$ cat config.mk
export PLATFORM = sky130hd
export DESIGN_NAME = pimv_ctrl
export DESIGN_NICKNAME = d
export VERILOG_FILES = /design/src/pimv_pkg.sv /design/src/pimv_ctrl.sv
export SDC_FILE = /design/constraint.sdc
export NUM_CORES = 1
export LEC_CHECK = 0
export ABC_AREA = 1
export ABC_CLOCK_PERIOD_IN_PS = 1600
export BUFFER_PORTS_ARGS = -buffer_cell sky130_fd_sc_hd__buf_2
export CORE_AREA = 10 10 47 49
export CTS_CLUSTER_SIZE = 30
export DETAILED_ROUTE_END_ITERATION = 6
export DIE_AREA = 0 0 57 59
export HOLD_SLACK_MARGIN = 0.08
export MAX_ROUTING_LAYER = met4
export PLACE_DENSITY = 0.61
export SYNTH_ARGS = -nofsm -noshare
export SYNTH_HDL_FRONTEND = slang
export SYNTH_SLANG_ARGS = --single-unit
$ cat constraint.sdc
create_clock -name clk -period 1.6 [get_ports clk]
set_input_delay 0.08 -clock clk [delete_from_list [all_inputs] [get_ports clk]]
set_output_delay 0.08 -clock clk [all_outputs]
set_load 0.05 [all_outputs]
$ cat src/pimv_pkg.sv
// Shared constants, command codes and control/status types for the perturbed matvec row core.
`timescale 1ns / 1ps
package pimv_pkg;

	localparam int ROWS_DEF = 256;
	localparam int COLS_DEF = 256;

	localparam logic [2:0] CMD_WR_W    = 3'd0;
	localparam logic [2:0] CMD_WR_A    = 3'd1;
	localparam logic [2:0] CMD_WR_B    = 3'd2;
	localparam logic [2:0] CMD_WR_X    = 3'd3;
	localparam logic [2:0] CMD_COMPUTE = 3'd4;

	localparam logic [8:0] COLS_RESET = 9'd256;

	localparam int PERT_SHIFT = 4;
	localparam int TOT_SHIFT  = 8;
	localparam int CLAMP_HI   = 127;
	localparam int CLAMP_LO   = -127;

	typedef struct packed {
		logic accept;
		logic rd_en;
		logic mac_en;
		logic pert_en;
		logic sum_en;
		logic out_load;
	} dp_cmd_t;

	typedef struct packed {
		logic comp_ok;
		logic n_zero;
		logic last_col;
	} dp_stat_t;

endpackage

$ cat src/pimv_ctrl.sv
// Controller: sequences request intake, column sweep, perturbation, sum and result handoff.
`timescale 1ns / 1ps
module pimv_ctrl (
	input  logic               clk,
	input  logic               arst_n,
	input  logic               in_valid,
	output logic               in_ready,
	output logic               out_valid,
	input  logic               out_ready,
	input  pimv_pkg::dp_stat_t dp_stat,
	output pimv_pkg::dp_cmd_t  dp_cmd
);
	import pimv_pkg::*;

	typedef enum logic [5:0] {
		S_IDLE  = 6'b000001,
		S_RUN   = 6'b000010,
		S_DRAIN = 6'b000100,
		S_PERT  = 6'b001000,
		S_SUM   = 6'b010000,
		S_OUT   = 6'b100000
	} state_t;

	state_t state_q, state_d;
	logic   rd_d_q;
	logic   out_valid_q;
	logic   accept;
	logic   out_free;

	assign in_ready = (state_q == S_IDLE);
	assign accept   = in_valid && in_ready;
	assign out_free = !out_valid_q || out_ready;

	always_comb begin
		state_d = state_q;
		dp_cmd  = '0;
		dp_cmd.accept = accept;
		dp_cmd.mac_en = rd_d_q;
		unique case (state_q)
			S_IDLE: begin
				if (accept && dp_stat.comp_ok) begin
					state_d = dp_stat.n_zero ? S_PERT : S_RUN;
				end
			end
			S_RUN: begin
				dp_cmd.rd_en = 1'b1;
				if (dp_stat.last_col) begin
					state_d = S_DRAIN;
				end
			end
			S_DRAIN: begin
				state_d = S_PERT;
			end
			S_PERT: begin
				dp_cmd.pert_en = 1'b1;
				state_d = S_SUM;
			end
			S_SUM: begin
				dp_cmd.sum_en = 1'b1;
				state_d = S_OUT;
			end
			S_OUT: begin
				// Hold until the output register is free
				if (out_free) begin
					dp_cmd.out_load = 1'b1;
					state_d = S_IDLE;
				end
			end
			default: begin
				state_d = S_IDLE;
			end
		endcase
	end

	always_ff @(posedge clk or negedge arst_n) begin
		if (!arst_n) begin
			state_q     <= S_IDLE;
			rd_d_q      <= 1'b0;
			out_valid_q <= 1'b0;
		end else begin
			state_q <= state_d;
			rd_d_q  <= dp_cmd.rd_en;
			if (dp_cmd.out_load) begin
				out_valid_q <= 1'b1;
			end else if (out_ready) begin
				out_valid_q <= 1'b0;
			end
		end
	end

	assign out_valid = out_valid_q;

endmodule

==> qor.txt, run 1 <==
status - finished, final reports clean
vias per cell - 4.47
RePlAce Congestion - 0.852
worst setup path startpoint - state_q[0]
share of total power in the clock network - 14.5%
CTS max path bufs - 2
Slew headroom - 83.2%
Crit Reg-Reg Endpoint - state_q[1]
post-synthesis mux area share - 0%
Synth Instances - 66
Simple-Gate Fraction of Synth Area - 40.9%
CTS tree - done
Avg WL per Cell - 10.8 µm
n_diodes - 0
DRT Pass-1 Iters - 2
CTS root buf - clkbuf_4
largest cells by area after synthesis - dfrtp_1 (36%), inv_1 (10%), nand2_1 (7.7%), nor2_1 (7.7%), nor2_2 (7.7%)
final core occ - 42.9%
Post-Syn Nets - 73
largest net degree at the start of global routing - 9
1st-iter DRT viols - 2
RSZ-0062 raised after global routing - no
crit end category - primary output
Hold Violations, Final - 0
layout cells sized above 1 - 38.6%
final-report setup violation count - 0
pre-CTS setup slack - 365 ps
critical path startpoint category - register
H-tree levels - 1
WHS - 91.2 ps
Sum Neg Setup Slack - 0 ps
clk_lat worst skew - 260 ps
period utilisation layout - 94.4%
Fmax - 0.662 GHz
CP arrival - 1430 ps
Internal Pwr Total - 557 µW
minimum clock period - 1510 ps
top cell type by total area after synthesis - dfrtp_1
die area - 3360 µm²
vias in the first global route - 475
sequential share of the synthesized area - 41.2%
Hold EP - state_q[1]
I/O pin count - 15
Max-Cap Viols - 0
Num CTS Buffers - 3
Post-route DRC - 0
I/O Buffers - 14
sw frac - 54.3%
Final Skew - 2.49 ps
synthesis-to-finish area growth - 22.8%
number of nets with antenna violations after routing - 0
largest family of logic cells by synthesized area - simple AND/OR/NAND/NOR gates
first-pass GRT wire length - 1.94 mm
Final Max Slew Viols - 0
Synth Area in Compound Gates - 2.56%
Lkg Pwr - 0.000389 µW
Initial Util - 34.9%
reg-to-reg startpoint - state_q[0]
PD cells - 2030 nW/µm²
total power - 1220 µW
Hold Startpoint - dp_stat[1]
area share of fa/ha/maj cells after synthesis - 0%
Worst-Margin Slew - 254 ps
Warnings, synthesis - 0
Avg Inst Size Synth - 7.41 µm²
hold path depth - 4
flop2flop setup slack - 390 ps
number of cell rows - 14
P_sw - 661 µW
Sequential Power Share - 26.9%
gr usage total - 7.38%
Min-Delay Path Class - primary input to register
flip-flop and latch count after synthesis - 8
chip width - 57 µm
Synth Cell Area - 489 µm²
Worst Path Required - 1520 ps
post-synth top area share - 35.8%
core area - 1400 µm²
worst vdd ir - 785 µV
Gate power share - 58.6%
Post-Synth XOR/XNOR Area - 0%
setup ws final - 88.8 ps
wirelength, routed - 1.07 mm
initial antenna violation count - 0
die height - 59 µm
R2R depth - 7
# nets final - 91
Unique masters post-synth - 17
Reg clk slew, reported paths - 60 ps
crit path kind - register to primary output
clock sink total - 8
routed via count - 443
critical path peak fanout - 4
post-DP HPWL - 881 µm
Post-CTS Setup Bufs - 0
GRT overflow - 0
-- Yosys cell counts --
| library cell | count |
|---|---|
| dfstp_2 | 1 |
| a21boi_1 | 1 |
| nor2_4 | 2 |
| inv_1 | 13 |
| clkinv_1 | 1 |
| nand2_1 | 10 |
| nand2_2 | 1 |
| buf_4 | 2 |
| nand4_1 | 2 |
| nor2_2 | 6 |
| dfrtp_1 | 7 |
| or2_2 | 1 |
| inv_2 | 2 |
| o21ai_0 | 1 |
| nand3_2 | 2 |
| nand3_1 | 4 |
| nor2_1 | 10 |
-- layer usage --
| layer | track usage (%) | up-vias | part of all wire [%] |
|---|---|---|---|
| met5 | - | - | 0 |
| met4 | 3.02 | 0 | 1.8 |
| met3 | 3.43 | 4 | 5.1 |
| met2 | 11.0 | 12 | 48 |
| met1 | 8.34 | 197 | 45 |
| li1 | - | 230 | - |
-- cells by family (layout without fill, tap and decap cells) --
logic type,after synthesis,count (layout)
and+or+nand+nor,38,38
buffers and inverters,18,35
DFF,8,8
AOI/OAI and AO/OA,2,2
-- through the flow --
stage          area [µm²]  instances
2_1_floorplan         489         66
3_3_place_gp          564         94
3_5_place_dp          564         94
4_1_cts               601         99
5_1_grt               601         99
6_report              601         99
-- cell type report --
class / count / area [µm²]
repair buffers: 15 / 80.1
well taps: 16 / 20.0
multi-input cells: 40 / 213
fillers: 159 / 801
flip-flops and latches: 8 / 201
inverters: 16 / 60.1
clock buffers: 4 / 26.3
-- flip-flops by register name, indices dropped and copies added, names as in the netlist --
| name | cells |
|---|---|
| state_q | 6 |
| out_valid | 1 |
| rd_d_q | 1 |
-- worst max path at each step --
stage,end,slack (ps),cells after the start
after detailed placement,dp_cmd[5],370,5
after floorplan,dp_cmd[0],60,4
final,dp_cmd[5],90,5
after CTS,dp_cmd[5],80,5
after global placement,dp_cmd[5],390,5
after global routing,dp_cmd[5],4,5
-- power by group through the flow --
stage / logic (µW) / clock network [µW] / registers [µW]
global placement: 709 / 0 / 329
global route: 788 / 192 / 339
finish: 713 / 177 / 328
detailed placement: 717 / 0 / 332
floorplan: 595 / 0 / 331
CTS: 721 / 181 / 329
-- cell usage in the layout, fill, tap and decap left out --
cell / n
a21boi_1: 1
nand3_1: 4
nor2_4: 2
inv_1: 13
o21ai_0: 1
nand3_2: 2
inv_2: 2
clkinv_1: 1
nor2_1: 10
buf_2: 14
dfrtp_1: 7
nand2_1: 10
or2_2: 1
nand4_1: 2
dfstp_2: 1
clkbuf_4: 3
nor2_2: 6
nand2_2: 1
clkbuf_1: 1
dlygate4sd3_1: 1
-- critical path, cell delays in order, from the launching register on --
cell and delay [ps]:
dfstp_2 550, inv_1 60, nor2_2 110, nand3_2 100
nor2_1 90, buf_2 260
-- timing repair --
item | 4_1_cts | 5_1_grt
hold buffers | 1 | 0
resized for setup | 0 | 0
hold endpoints to repair | 8 | 0
Power figures use the tool's default switching activity.
==> run 2: changes to the inputs <==
--- a/config.mk
+++ b/config.mk
@@ -14,7 +14,8 @@
 export DIE_AREA = 0 0 57 59
 export HOLD_SLACK_MARGIN = 0.08
 export MAX_ROUTING_LAYER = met4
-export PLACE_DENSITY = 0.61
+export PLACE_DENSITY = 0.63
 export SYNTH_ARGS = -nofsm -noshare
 export SYNTH_HDL_FRONTEND = slang
 export SYNTH_SLANG_ARGS = --single-unit
+export TNS_END_PERCENT = 50
==> qor.txt, run 2 (synthesis results as in run 1) <==
Initial Util - 34.9%
Post-DP Area - 564 µm²
chip width - 57 µm
Lkg Pwr - 0.000388 µW
worst setup path startpoint - state_q[0]
CTS max path bufs - 2
Worst Path Required - 1520 ps
1st-iter DRT viols - 7
routed via count - 444
I/O Buffers - 14
initial antenna violation count - 0
Reg clk slew, reported paths - 50 ps
CP arrival - 1420 ps
minimum clock period - 1500 ps
H-tree levels - 1
post-DP HPWL - 873 µm
Worst-Margin Slew - 251 ps
Hold Violations, Final - 0
fill cell count - 164
placed insts - 94
Post-route DRC - 0
core area - 1400 µm²
period utilisation layout - 94.0%
GRT overflow - 0
Most flops, register - state_q
Final Max Slew Viols - 0
clock sink total - 8
CTS tree - done
reg-to-reg startpoint - state_q[0]
synthesis-to-finish area growth - 23.8%
number of cell rows - 14
crit path kind - register to primary output
most frequent cells in the layout - inv_1 (13), buf_2 (12), nand2_1 (10), nor2_1 (10), dfrtp_1 (7)
clk_lat worst skew - 270 ps
final-report setup violation count - 0
final instance area - 606 µm²
critical path startpoint category - register
crit end category - primary output
critical path peak fanout - 4
first-pass GRT wire length - 2.01 mm
n_diodes - 0
Finished Layout Cells - 99
CTS root buf - clkbuf_4
commonest non-fill, non-tap cell in the layout - inv_1
Slew headroom - 83.4%
flop2flop setup slack - 400 ps
worst vdd ir - 824 µV
die height - 59 µm
final core occ - 43.2%
gr usage total - 7.76%
vias per cell - 4.48
status - finished, final reports clean
Num CTS Buffers - 3
Hold Startpoint - dp_stat[1]
Min-Delay Path Class - primary input to register
layout cells sized above 1 - 38.6%
Avg WL per Cell - 10.6 µm
number of flip-flops under the largest register name - 6
number of nets with antenna violations after routing - 0
WHS - 83.4 ps
PD cells - 2030 nW/µm²
vias in the first global route - 470
Final Skew - 6.41 ps
wirelength, routed - 1.05 mm
Max-Cap Viols - 0
Sum Neg Setup Slack - 0 ps
# nets final - 91
RSZ-0062 raised after global routing - no
largest net degree at the start of global routing - 9
I/O pin count - 15
DRT Pass-1 Iters - 4
die area - 3360 µm²
RePlAce Congestion - 0.841
Fmax - 0.665 GHz
==> run 2: cell type report <==
type	count	area, µm²	area share, %
well taps	16	20.0	3.31
flip-flops and latches	8	201	33.3
multi-input cells	40	213	35.1
inverters	16	60.1	9.92
clock buffers	4	26.3	4.34
repair buffers	15	85.1	14.0
==> run 2: worst paths after layout <==
check	endpoint	depth (start not counted)
max	dp_cmd[5]	5
min	state_q[1]	4
min reg2reg	state_q[0]	3
max in group asynchronous	state_q[0]	2
max reg2reg	state_q[1]	7
min in group asynchronous	rd_d_q	2
==> run 2: through the flow <==
stage | worst slack, ps | power (µW)
floorplan | 58.0 | 926
global placement | 388 | 1040
detailed placement | 352 | 1050
CTS | 68.9 | 1230
global route | 1.98 | 1330
finish | 96.2 | 1230
==> run 2: what timing repair did <==
| item | CTS | global route |
|---|---|---|
| endpoints found under the setup margin | 0 | 2 |
| hold buffers | 1 | 0 |
| setup buffers | 0 | 0 |
| endpoints found under the hold margin | 8 | 0 |
| resized for setup | 0 | 2 |
==> run 2: metal layers <==
metal  vias to the layer above  track usage, %  part of all wire, %
li1                        229               -                    -
met1                       197            8.53                   45
met2                        13            11.2                   46
met3                         5            2.79                  4.6
met4                         0            6.04                  3.8
met5                         -               -                    0
==> run 2: power breakdown <==
part	internal [µW]	total, µW	switching, µW
clock	96.1	176	80.3
combinational	199	727	528
sequential	270	327	56.6
total	565	1230	665
==> run 2: critical path: stages, from the launching register on <==
cell and delay [ps]:
dfstp_2 540, inv_1 60, nor2_2 110, nand3_2 110, nor2_1 100, clkbuf_4 240
